## src/rtl/rlf_pkg.sv

```systemverilog
// shared types and constants for the rgb linear fade engine
// no dependencies
package rlf_pkg;

   localparam logic [7:0] STEP_MS_RESET = 8'd12;
   localparam logic [7:0] LEVEL_MAX     = 8'hFF;
   localparam int         TIME_W        = 24;
   localparam int         CSR_ADDR_W    = 2;
   localparam int         CSR_DATA_W    = 32;

   typedef enum logic [1:0] {
      OP_TICK = 2'd0,
      OP_SET  = 2'd1,
      OP_FADE = 2'd2,
      OP_STOP = 2'd3
   } op_type;

   typedef enum logic [1:0] {
      ST_IDLE,
      ST_MUL,
      ST_DIV,
      ST_END
   } fsm_type;

   typedef struct packed {
      op_type             op;
      logic [7:0]         red;
      logic [7:0]         green;
      logic [7:0]         blue;
      logic [TIME_W-1:0]  fade_time;
   } req_type;

   typedef struct packed {
      logic [7:0] pwm_red;
      logic [7:0] pwm_green;
      logic [7:0] pwm_blue;
      logic       fading;
   } rsp_type;

   // per-item commands from the sequencer to every lane
   typedef struct packed {
      logic set;
      logic fade;
      logic div_load;
      logic div_step;
      logic fade_end;
      logic tick;
   } lane_ctrl_type;

endpackage

```

## src/rtl/rlf_div.sv

```systemverilog
// restoring divider, one quotient bit per step
// depends on nothing; iteration count is kept by the caller
module rlf_div #(
   parameter int DW = 32,
   parameter int VW = 24
) (
   input  logic          clock,
   input  logic          load,
   input  logic [DW-1:0] dividend,
   input  logic [VW-1:0] divisor,
   input  logic          step,
   output logic [DW-1:0] quotient
);

   logic [VW-1:0] rem_ff, rem_in;
   logic [DW-1:0] quo_ff, quo_in;
   logic [VW:0]   shifted;
   logic [VW:0]   diff;
   logic          ge;

   always_comb begin
      shifted = {rem_ff, quo_ff[DW-1]};
      diff    = shifted - {1'b0, divisor};
      ge      = shifted >= {1'b0, divisor};
      rem_in  = rem_ff;
      quo_in  = quo_ff;
      if (load) begin
         rem_in = '0;
         quo_in = dividend;
      end else if (step) begin
         rem_in = ge ? diff[VW-1:0] : shifted[VW-1:0];
         quo_in = {quo_ff[DW-2:0], ge};
      end
   end

   always_ff @(posedge clock) begin
      rem_ff <= rem_in;
      quo_ff <= quo_in;
   end

   assign quotient = quo_ff;

endmodule

```

## src/rtl/rlf_lane.sv

```systemverilog
// one color channel: level, increment, target, pwm and its own divider
// depends on rlf_pkg and rlf_div
module rlf_lane import rlf_pkg::*; #(
   parameter int FRAC_BITS = 16
) (
   input  logic                clock,
   input  logic                reset,
   input  lane_ctrl_type       ctrl,
   input  logic [7:0]          value,
   input  logic [7:0]          step_ms,
   input  logic [TIME_W-1:0]   fade_time,
   output logic [7:0]          pwm_level,
   output logic                still
);

   localparam int LW = FRAC_BITS + 8;
   localparam int IW = LW + 1;
   localparam int SW = LW + 2;
   localparam int DW = LW + 8;
   localparam logic [LW-1:0] LIM  = {LEVEL_MAX, {FRAC_BITS{1'b0}}};
   localparam logic [LW:0]   HALF = (LW+1)'(1) << (FRAC_BITS - 1);

   logic [LW-1:0]        level_ff, level_in;
   logic signed [IW-1:0] inc_ff, inc_in;
   logic [7:0]           target_ff, target_in;
   logic [7:0]           pwm_ff, pwm_in;
   logic [LW-1:0]        adiff_ff, adiff_in;
   logic                 neg_ff, neg_in;
   logic                 nz_ff, nz_in;

   logic [LW-1:0]        goal_cur, goal_new;
   logic signed [IW-1:0] diff;
   logic signed [IW-1:0] diff_abs;
   logic [DW-1:0]        product;
   logic [DW-1:0]        quotient;
   logic [LW-1:0]        mag;
   logic signed [SW-1:0] sum, goal_s;
   logic                 active, reached;
   logic [LW-1:0]        level_tick;
   logic [LW:0]          rounded;
   logic [8:0]           pwm9;

   rlf_div #(.DW(DW), .VW(TIME_W)) u_div (
      .clock    (clock),
      .load     (ctrl.div_load),
      .dividend (product),
      .divisor  (fade_time),
      .step     (ctrl.div_step),
      .quotient (quotient)
   );

   always_comb begin
      goal_cur = {target_ff, {FRAC_BITS{1'b0}}};
      goal_new = {value, {FRAC_BITS{1'b0}}};
      diff     = $signed({1'b0, goal_new}) - $signed({1'b0, level_ff});
      diff_abs = diff[IW-1] ? -diff : diff;
      product  = {{8{1'b0}}, adiff_ff} * {{LW{1'b0}}, step_ms};

      // a zero fade time gives an all-ones quotient, which saturates below
      if (quotient > DW'(LIM))      mag = LIM;
      else if (quotient == '0)      mag = LW'(1);
      else                          mag = quotient[LW-1:0];

      sum     = $signed({2'b00, level_ff}) + $signed({inc_ff[IW-1], inc_ff});
      goal_s  = $signed({2'b00, goal_cur});
      active  = inc_ff != '0;
      reached = inc_ff[IW-1] ? (sum <= goal_s) : (sum >= goal_s);
      level_tick = reached ? goal_cur : sum[LW-1:0];
      rounded = {1'b0, level_tick} + HALF;
      pwm9    = rounded[LW:FRAC_BITS];
      still   = active && !reached;

      level_in  = level_ff;
      inc_in    = inc_ff;
      target_in = target_ff;
      pwm_in    = pwm_ff;
      adiff_in  = adiff_ff;
      neg_in    = neg_ff;
      nz_in     = nz_ff;

      if (ctrl.set) begin
         target_in = value;
         pwm_in    = value;
         level_in  = goal_new;
         inc_in    = '0;
      end
      if (ctrl.fade) begin
         target_in = value;
         adiff_in  = diff_abs[LW-1:0];
         neg_in    = diff[IW-1];
         nz_in     = diff != '0;
      end
      if (ctrl.fade_end) begin
         if (!nz_ff)      inc_in = '0;
         else if (neg_ff) inc_in = -$signed({1'b0, mag});
         else             inc_in = $signed({1'b0, mag});
      end
      if (ctrl.tick && active) begin
         level_in = level_tick;
         pwm_in   = pwm9[8] ? LEVEL_MAX : pwm9[7:0];
         if (reached) inc_in = '0;
      end
   end

   always_ff @(posedge clock) begin
      if (reset) begin
         level_ff  <= '0;
         inc_ff    <= '0;
         target_ff <= '0;
         pwm_ff    <= '0;
      end else begin
         level_ff  <= level_in;
         inc_ff    <= inc_in;
         target_ff <= target_in;
         pwm_ff    <= pwm_in;
      end
   end

   always_ff @(posedge clock) begin
      adiff_ff <= adiff_in;
      neg_ff   <= neg_in;
      nz_ff    <= nz_in;
   end

   assign pwm_level = pwm_ff;

endmodule

```

## src/rtl/rgb_linear_fade_engine.sv

```systemverilog
// rgb linear fade engine: sequencer, config register, lanes and result merge
// depends on rlf_pkg and rlf_lane
// sequence: a tick, set colour or stop marks a result as owed, and rsp_valid
//   rises once the output register is free; fade to passes through ST_MUL,
//   the one-bit-a-cycle restoring divider in each lane (FRAC_BITS+16 steps)
//   and ST_END; flow: one item at a time; the next item is taken the cycle
//   after the result is loaded into the output register, even if that result
//   still waits
// reset: synchronous, clears levels, targets, increments, fading, step_ms=12
module rgb_linear_fade_engine import rlf_pkg::*; #(
   parameter int CHANNELS  = 3,
   parameter int FRAC_BITS = 16
) (
   input  logic                  clock,
   input  logic                  reset,
   // item input
   input  logic                  req_valid,
   output logic                  req_stall,
   input  req_type               req_data,
   // result output
   output logic                  rsp_valid,
   input  logic                  rsp_stall,
   output rsp_type               rsp_data,
   // register port
   input  logic                  psel,
   input  logic                  penable,
   input  logic                  pwrite,
   input  logic [CSR_ADDR_W-1:0] paddr,
   input  logic [CSR_DATA_W-1:0] pwdata,
   output logic [CSR_DATA_W-1:0] prdata,
   output logic                  pready
);

   localparam int DW = FRAC_BITS + 16;   // dividend bits = divider steps
   localparam int CW = $clog2(DW);

   fsm_type             state_ff, state_in;
   logic [CW-1:0]       cnt_ff, cnt_in;
   logic                pend_ff, pend_in;
   logic                fade_active_ff, fade_active_in;
   logic [7:0]          step_ms_ff, step_ms_in;
   logic [TIME_W-1:0]   time_ff, time_in;
   logic                rsp_valid_ff, rsp_valid_in;
   rsp_type             rsp_ff, rsp_in;

   lane_ctrl_type       ctrl;
   logic                accept;
   logic                out_free;
   logic                csr_write;
   logic [7:0]          lane_value [CHANNELS];
   logic [7:0]          lane_pwm   [CHANNELS];
   logic [CHANNELS-1:0] lane_still;
   logic [7:0]          pwm_pad    [3];

   // ---------------- register port ----------------
   // single register at address zero, reads return it at any address
   assign pready    = 1'b1;
   assign csr_write = psel && penable && pwrite && pready && (paddr == '0);
   assign prdata    = {{(CSR_DATA_W-8){1'b0}}, step_ms_ff};
   assign step_ms_in = csr_write ? pwdata[7:0] : step_ms_ff;

   // ---------------- handshake ----------------
   // busy while a fade is being worked out or a result is owed
   assign req_stall = (state_ff != ST_IDLE) || pend_ff;
   assign accept    = req_valid && !req_stall;
   assign out_free  = !rsp_valid_ff || !rsp_stall;

   // ---------------- sequencer ----------------
   always_comb begin
      state_in       = state_ff;
      cnt_in         = cnt_ff;
      pend_in        = pend_ff;
      fade_active_in = fade_active_ff;
      time_in        = time_ff;
      ctrl           = '0;

      unique case (state_ff)
         ST_IDLE: begin
            if (accept) begin
               unique case (req_data.op)
                  OP_SET: begin
                     ctrl.set       = 1'b1;
                     fade_active_in = 1'b0;
                     pend_in        = 1'b1;
                  end
                  OP_FADE: begin
                     ctrl.fade = 1'b1;
                     time_in   = req_data.fade_time;
                     state_in  = ST_MUL;
                  end
                  OP_STOP: begin
                     fade_active_in = 1'b0;
                     pend_in        = 1'b1;
                  end
                  OP_TICK: begin
                     // lanes only move while a fade runs
                     ctrl.tick = fade_active_ff;
                     if (fade_active_ff) fade_active_in = |lane_still;
                     pend_in = 1'b1;
                  end
                  default: ;
               endcase
            end
         end
         ST_MUL: begin
            // product step_ms * |diff| goes into each divider
            ctrl.div_load = 1'b1;
            cnt_in        = CW'(DW - 1);
            state_in      = ST_DIV;
         end
         ST_DIV: begin
            ctrl.div_step = 1'b1;
            cnt_in        = cnt_ff - 1'b1;
            if (cnt_ff == '0) state_in = ST_END;
         end
         ST_END: begin
            // quotients become signed, saturated increments
            ctrl.fade_end  = 1'b1;
            fade_active_in = 1'b1;
            pend_in        = 1'b1;
            state_in       = ST_IDLE;
         end
         default: state_in = ST_IDLE;
      endcase

      // output register: load the owed result once the slot is free
      rsp_valid_in = rsp_valid_ff;
      rsp_in       = rsp_ff;
      if (out_free) begin
         rsp_valid_in = pend_ff;
         if (pend_ff) begin
            pend_in = 1'b0;
            rsp_in  = '{pwm_red:   pwm_pad[0],
                        pwm_green: pwm_pad[1],
                        pwm_blue:  pwm_pad[2],
                        fading:    fade_active_ff};
         end
      end
   end

   always_ff @(posedge clock) begin
      if (reset) begin
         state_ff       <= ST_IDLE;
         cnt_ff         <= '0;
         pend_ff        <= 1'b0;
         fade_active_ff <= 1'b0;
         step_ms_ff     <= STEP_MS_RESET;
         rsp_valid_ff   <= 1'b0;
      end else begin
         state_ff       <= state_in;
         cnt_ff         <= cnt_in;
         pend_ff        <= pend_in;
         fade_active_ff <= fade_active_in;
         step_ms_ff     <= step_ms_in;
         rsp_valid_ff   <= rsp_valid_in;
      end
   end

   always_ff @(posedge clock) begin
      time_ff <= time_in;
      rsp_ff  <= rsp_in;
   end

   assign rsp_valid = rsp_valid_ff;
   assign rsp_data  = rsp_ff;

   // ---------------- lanes ----------------
   // channels past blue see zero as their value
   for (genvar g = 0; g < CHANNELS; g++) begin : g_lane
      if (g == 0) begin : g_r
         assign lane_value[g] = req_data.red;
      end else if (g == 1) begin : g_g
         assign lane_value[g] = req_data.green;
      end else if (g == 2) begin : g_b
         assign lane_value[g] = req_data.blue;
      end else begin : g_z
         assign lane_value[g] = 8'h00;
      end

      rlf_lane #(.FRAC_BITS(FRAC_BITS)) u_lane (
         .clock     (clock),
         .reset     (reset),
         .ctrl      (ctrl),
         .value     (lane_value[g]),
         .step_ms   (step_ms_ff),
         .fade_time (time_ff),
         .pwm_level (lane_pwm[g]),
         .still     (lane_still[g])
      );
   end

   // ---------------- merge ----------------
   // only the first three channels are reported, missing ones read zero
   for (genvar k = 0; k < 3; k++) begin : g_pad
      if (k < CHANNELS) begin : g_have
         assign pwm_pad[k] = lane_pwm[k];
      end else begin : g_none
         assign pwm_pad[k] = 8'h00;
      end
   end

endmodule

```

## config.mk

```make
export PLATFORM = sky130hd
export DESIGN_NAME = rgb_linear_fade_engine
export DESIGN_NICKNAME = d
export VERILOG_FILES = /design/src/rtl/rlf_pkg.sv /design/src/rtl/rlf_div.sv /design/src/rtl/rlf_lane.sv /design/src/rtl/rgb_linear_fade_engine.sv
export SDC_FILE = /design/constraint.sdc
export NUM_CORES = 2
export LEC_CHECK = 0
export ABC_AREA = 1
export BUFFER_PORTS_ARGS = -buffer_cell sky130_fd_sc_hd__clkbuf_2
export CAP_MARGIN = 30
export CORE_UTILIZATION = 55
export DETAILED_ROUTE_END_ITERATION = 12
export GPL_ROUTABILITY_DRIVEN = 0
export PLACE_DENSITY = 0.84
export SLEW_MARGIN = 20
export SYNTH_ARGS = -nofsm -noshare
export SYNTH_HDL_FRONTEND = slang
export SYNTH_SLANG_ARGS = --single-unit
```

## constraint.sdc

```tcl
create_clock -name clock -period 7.2 [get_ports clock]
set_input_delay 1.44 -clock clock [delete_from_list [all_inputs] [get_ports clock]]
set_output_delay 1.44 -clock clock [all_outputs]
set_load 0.005 [all_outputs]
```

==> metrics.md <==
| Metric | Value |
|---|---|
| Worst-path clk slew | `around 60 ps` |
| Crit path cell chain | `nand2_1, fa_1, fa_1, inv_1, fa_1, inv_1, fa_1, inv_1, ha_1, a21o_1, a21oi_1, o21ai_1, a21boi_0, o21ai_1, a21boi_0, o21bai_1, a21oi_1, o21ai_1, nand3_1, nand3b_1, nand3_1, nand2_1` |
| Clk_skew | `51.9 ps` |
| Peak VDD IR | `226 uV` |
| Routed WL | `between 100000 and 150000 um` |
| Top cells by area, synth | `fa_1 15%, nand2_1 13%, edfxtp_1 13%, dfxtp_1 11%, ha_1 8.7%` |
| Post-Syn Area | `around 0.052 mm^2` |
| CP Data Required Time | `7610 ps` |
| Final instance area | `roughly 0.056 mm^2` |
| Initial antenna violation count | `0` |
| Ys flop type | `dfxtp_1` |
| Hold WS | `roughly 430 ps` |
| Htree depth | `2` |
| Critical-path top delay cell | `dfxtp_2` |
| Die width | `roughly 310 um` |
| Pin count of the biggest net entering global routing | `85` |
| Synth unique cells | `78` |
| Detail Route Antenna Nets | `0` |
| Core Area | `about 0.094 mm^2` |
| Number of synthesized flops with an enable pin | `roughly 220` |
| Leak Pwr | `around 27 nW` |
| Syn Inst Count | `7194` |
| Area fraction of the dominant cell type after synthesis | `0.153` |
| Fill cells | `between 8000 and 9000` |
| Chip height | `approximately 310 um` |
| Drt first pass iters | `6` |
| Wirelength per Cell | `~17 um` |
| Port buffer count | `101` |
| Worst-skew pair later-pin latency | `710 ps` |
| Crit end category | `flip-flop` |
| CP Class | `flip-flop to flip-flop` |
| Post-placement setup slack | `approximately 1100 ps` |
| Critical path's most frequent cell | `fa_1` |
| Min-delay src | `g_lane[2].u_lane.pwm_level[1]` |
| Starting Density | `0.559` |
| Area growth, synth to finish | `6.09%` |
| Yosys reg bits | `between 500 and 600` |
| Worst min path class | `flip-flop to flip-flop` |
| Largest fanout on the critical path | `32` |
| Setup bufs post-CTS | `0` |
| Pwr dens | `between 200 and 250 mW/mm^2` |
| MaxCap Viol Count | `0` |
| Slew HR | `0.366` |
| Synth Warn # | `0` |
| Via count | `between 40000 and 50000` |
| Syn avg cell area | `between 7 and 8 um^2` |
| Total CTS buffers | `just under 60` |
| # clock sinks | `508` |
| Hold-fix buffer count after cts | `0` |
| R2R depth | `22` |
| Reg2Reg Setup Slack | `around 930 ps` |
| Post-placement cell count | `8308` |
| Rows | `112` |
| Nets@finish | `~8000` |
| DRT iter0 DRCs | `between 4000 and 5000` |
| Unrepaired setup endpoints after global routing | `false` |
| Post-Layout Cell Count | `8422` |
| Worst Tran Pin Value | `approximately 950 ps` |
| Gr usage total | `0.288` |
| Vias in the first global route | `between 40000 and 50000` |
| Sequential-to-total area share from yosys stat | `0.236` |
| Final setup viols | `0` |
| CP startpoint kind | `flip-flop` |
| Synth cell count leaders | `1809 x nand2_1, 1174 x inv_1, 587 x a21oi_1, 510 x nor2_1, 402 x fa_1` |
| Final worst slack | `929 ps` |
| Slew Limit Fails | `0` |
| Crit path DAT | `6680 ps` |
| Root buffer cell | `clkbuf_16` |
| Yosys top cell by area | `fa_1` |
| Ant. Diodes | `0` |
| Post-DP HPWL | `around 110000 um` |
| Longest Clk Path Bufs | `3` |
| Reg-to-Reg End | `g_lane[2].u_lane.u_div.quotient[28]` |
| Max frequency | `159 MHz` |
| First-pass GRT wire length | `~230000 um` |
| Die Area | `0.0966 mm^2` |
| Final hold violations | `0` |
| Final min period | `6270 ps` |
| Status | `complete, no violations` |
| WHS Path Cells | `0` |
| Grt total ovfl | `0` |
| Hold EP | `rsp_data[2]` |
| Critical R2R Launch | `step_ms_ff[2]` |
| Most frequent cell after synthesis | `nand2_1` |
| Ports | `151` |
| Layout cell share with drive strength beyond 1 | `0.0604` |
| Post-cts resize count | `0` |
| Setup Total Neg Slack | `0 ps` |
| Residual DRC count | `0` |
| FFs w/ async S/R, synth | `0` |
| Slowest stage delay, CP | `about 900 ps` |
| Via-to-Cell Ratio | `~5.7` |
| CTS tree | `done` |
| Placement Cell Area | `roughly 0.054 mm^2` |
| Tcrit/Tclk final | `0.871` |
-- layout by cell type (no fill, tap or decap), types with 108 or more instances in the layout --
| cell type | instances |
|---|---|
| nor2_1 | 503 |
| o21ai_0 | 344 |
| edfxtp_1 | 223 |
| fa_1 | 402 |
| nand3_1 | 261 |
| ha_1 | 361 |
| xor2_1 | 187 |
| xnor2_1 | 108 |
| nand2_1 | 1809 |
| inv_1 | 1171 |
| a21oi_1 | 587 |
| dfxtp_1 | 277 |
-- area by class of cell --
class                           instances  area (um^2)  area share
Timing Repair Buffer                  149          912      0.0164
Clock inverter                         35          324     0.00582
Sequential cell                       508        12400       0.223
Tap cell                             1254         1570      0.0282
Inverter                             1191         4480      0.0804
Multi-Input combinational cell       5208        34300       0.616
Clock buffer                           77         1670      0.0300
-- critical path, delay by kind of cell, from the launching register on --
family | cells | cell delay [ps]
buf+inv | 3 | 170
simple gates | 5 | 540
compound gates | 9 | 1950
fa+ha+maj | 5 | 2420
flops | 1 | 900
-- report_power, final --
| group | internal, mW | total [mW] | switching [mW] |
|---|---|---|---|
| sequential | 3.72 | 4.16 | 0.442 |
| clock | 1.75 | 3.13 | 1.38 |
| combinational | 1.72 | 5.24 | 3.52 |
-- per-stage QoR --
stage / power, mW / utilization
5_1_grt: 13.3 / 0.593
3_5_place_dp: 9.31 / 0.571
2_1_floorplan: 8.05 / -
4_1_cts: 12.5 / 0.592
6_report: 12.5 / 0.593
3_3_place_gp: 9.14 / 0.571
-- per-layer routing --
layer,track usage,share of wire,vias to the layer above
li1,-,-,22700
met1,0.376,0.41,22400
met2,0.473,0.46,2153
met3,0.0510,0.093,379
met4,0.113,0.040,0
met5,0,0,-
-- registers in the layout, indices dropped and copies added, names as in the netlist, 2 cells and up --
name                          count
g_lane.u_lane.inc_ff             75
g_lane.u_lane.u_div.quotient     96
g_lane.u_lane.pwm_level          24
g_lane.u_lane.adiff_ff           72
cnt_ff                            5
g_lane.u_lane.nz_ff               3
rsp_data                         25
g_lane.u_lane.neg_ff              3
g_lane.u_lane.target_ff          24
g_lane.u_lane.u_div.rem_ff       72
state_ff                          2
step_ms_ff                        8
time_ff                          24
g_lane.u_lane.level_ff           72
-- kinds of logic (layout without fill, tap and decap cells) --
logic type	Yosys count	in the layout	share of synthesized area
AO/OA/AOI/OAI	1193	1193	0.125
XOR/XNOR	296	296	0.0496
adder cells (fa/ha/maj)	765	765	0.240
buffers and inverters	1501	1452	0.113
flip-flops	508	508	0.236
other	2	25	0.000143
AND/OR/NAND/NOR	2929	2929	0.236
-- how the worst max path moves through the flow --
stage	from	to	slack (ps)	cells past startpoint
2_1_floorplan	step_ms_ff[7]	g_lane[0].u_lane.u_div.quotient[29]	1750	22
3_3_place_gp	step_ms_ff[4]	g_lane[2].u_lane.u_div.quotient[31]	1190	23
3_5_place_dp	step_ms_ff[4]	g_lane[2].u_lane.u_div.quotient[31]	1090	25
4_1_cts	step_ms_ff[4]	g_lane[2].u_lane.u_div.quotient[31]	1040	25
5_1_grt	step_ms_ff[7]	g_lane[1].u_lane.u_div.quotient[31]	650	21
6_report	step_ms_ff[2]	g_lane[2].u_lane.u_div.quotient[28]	930	22
Power figures use the tool's default switching activity.
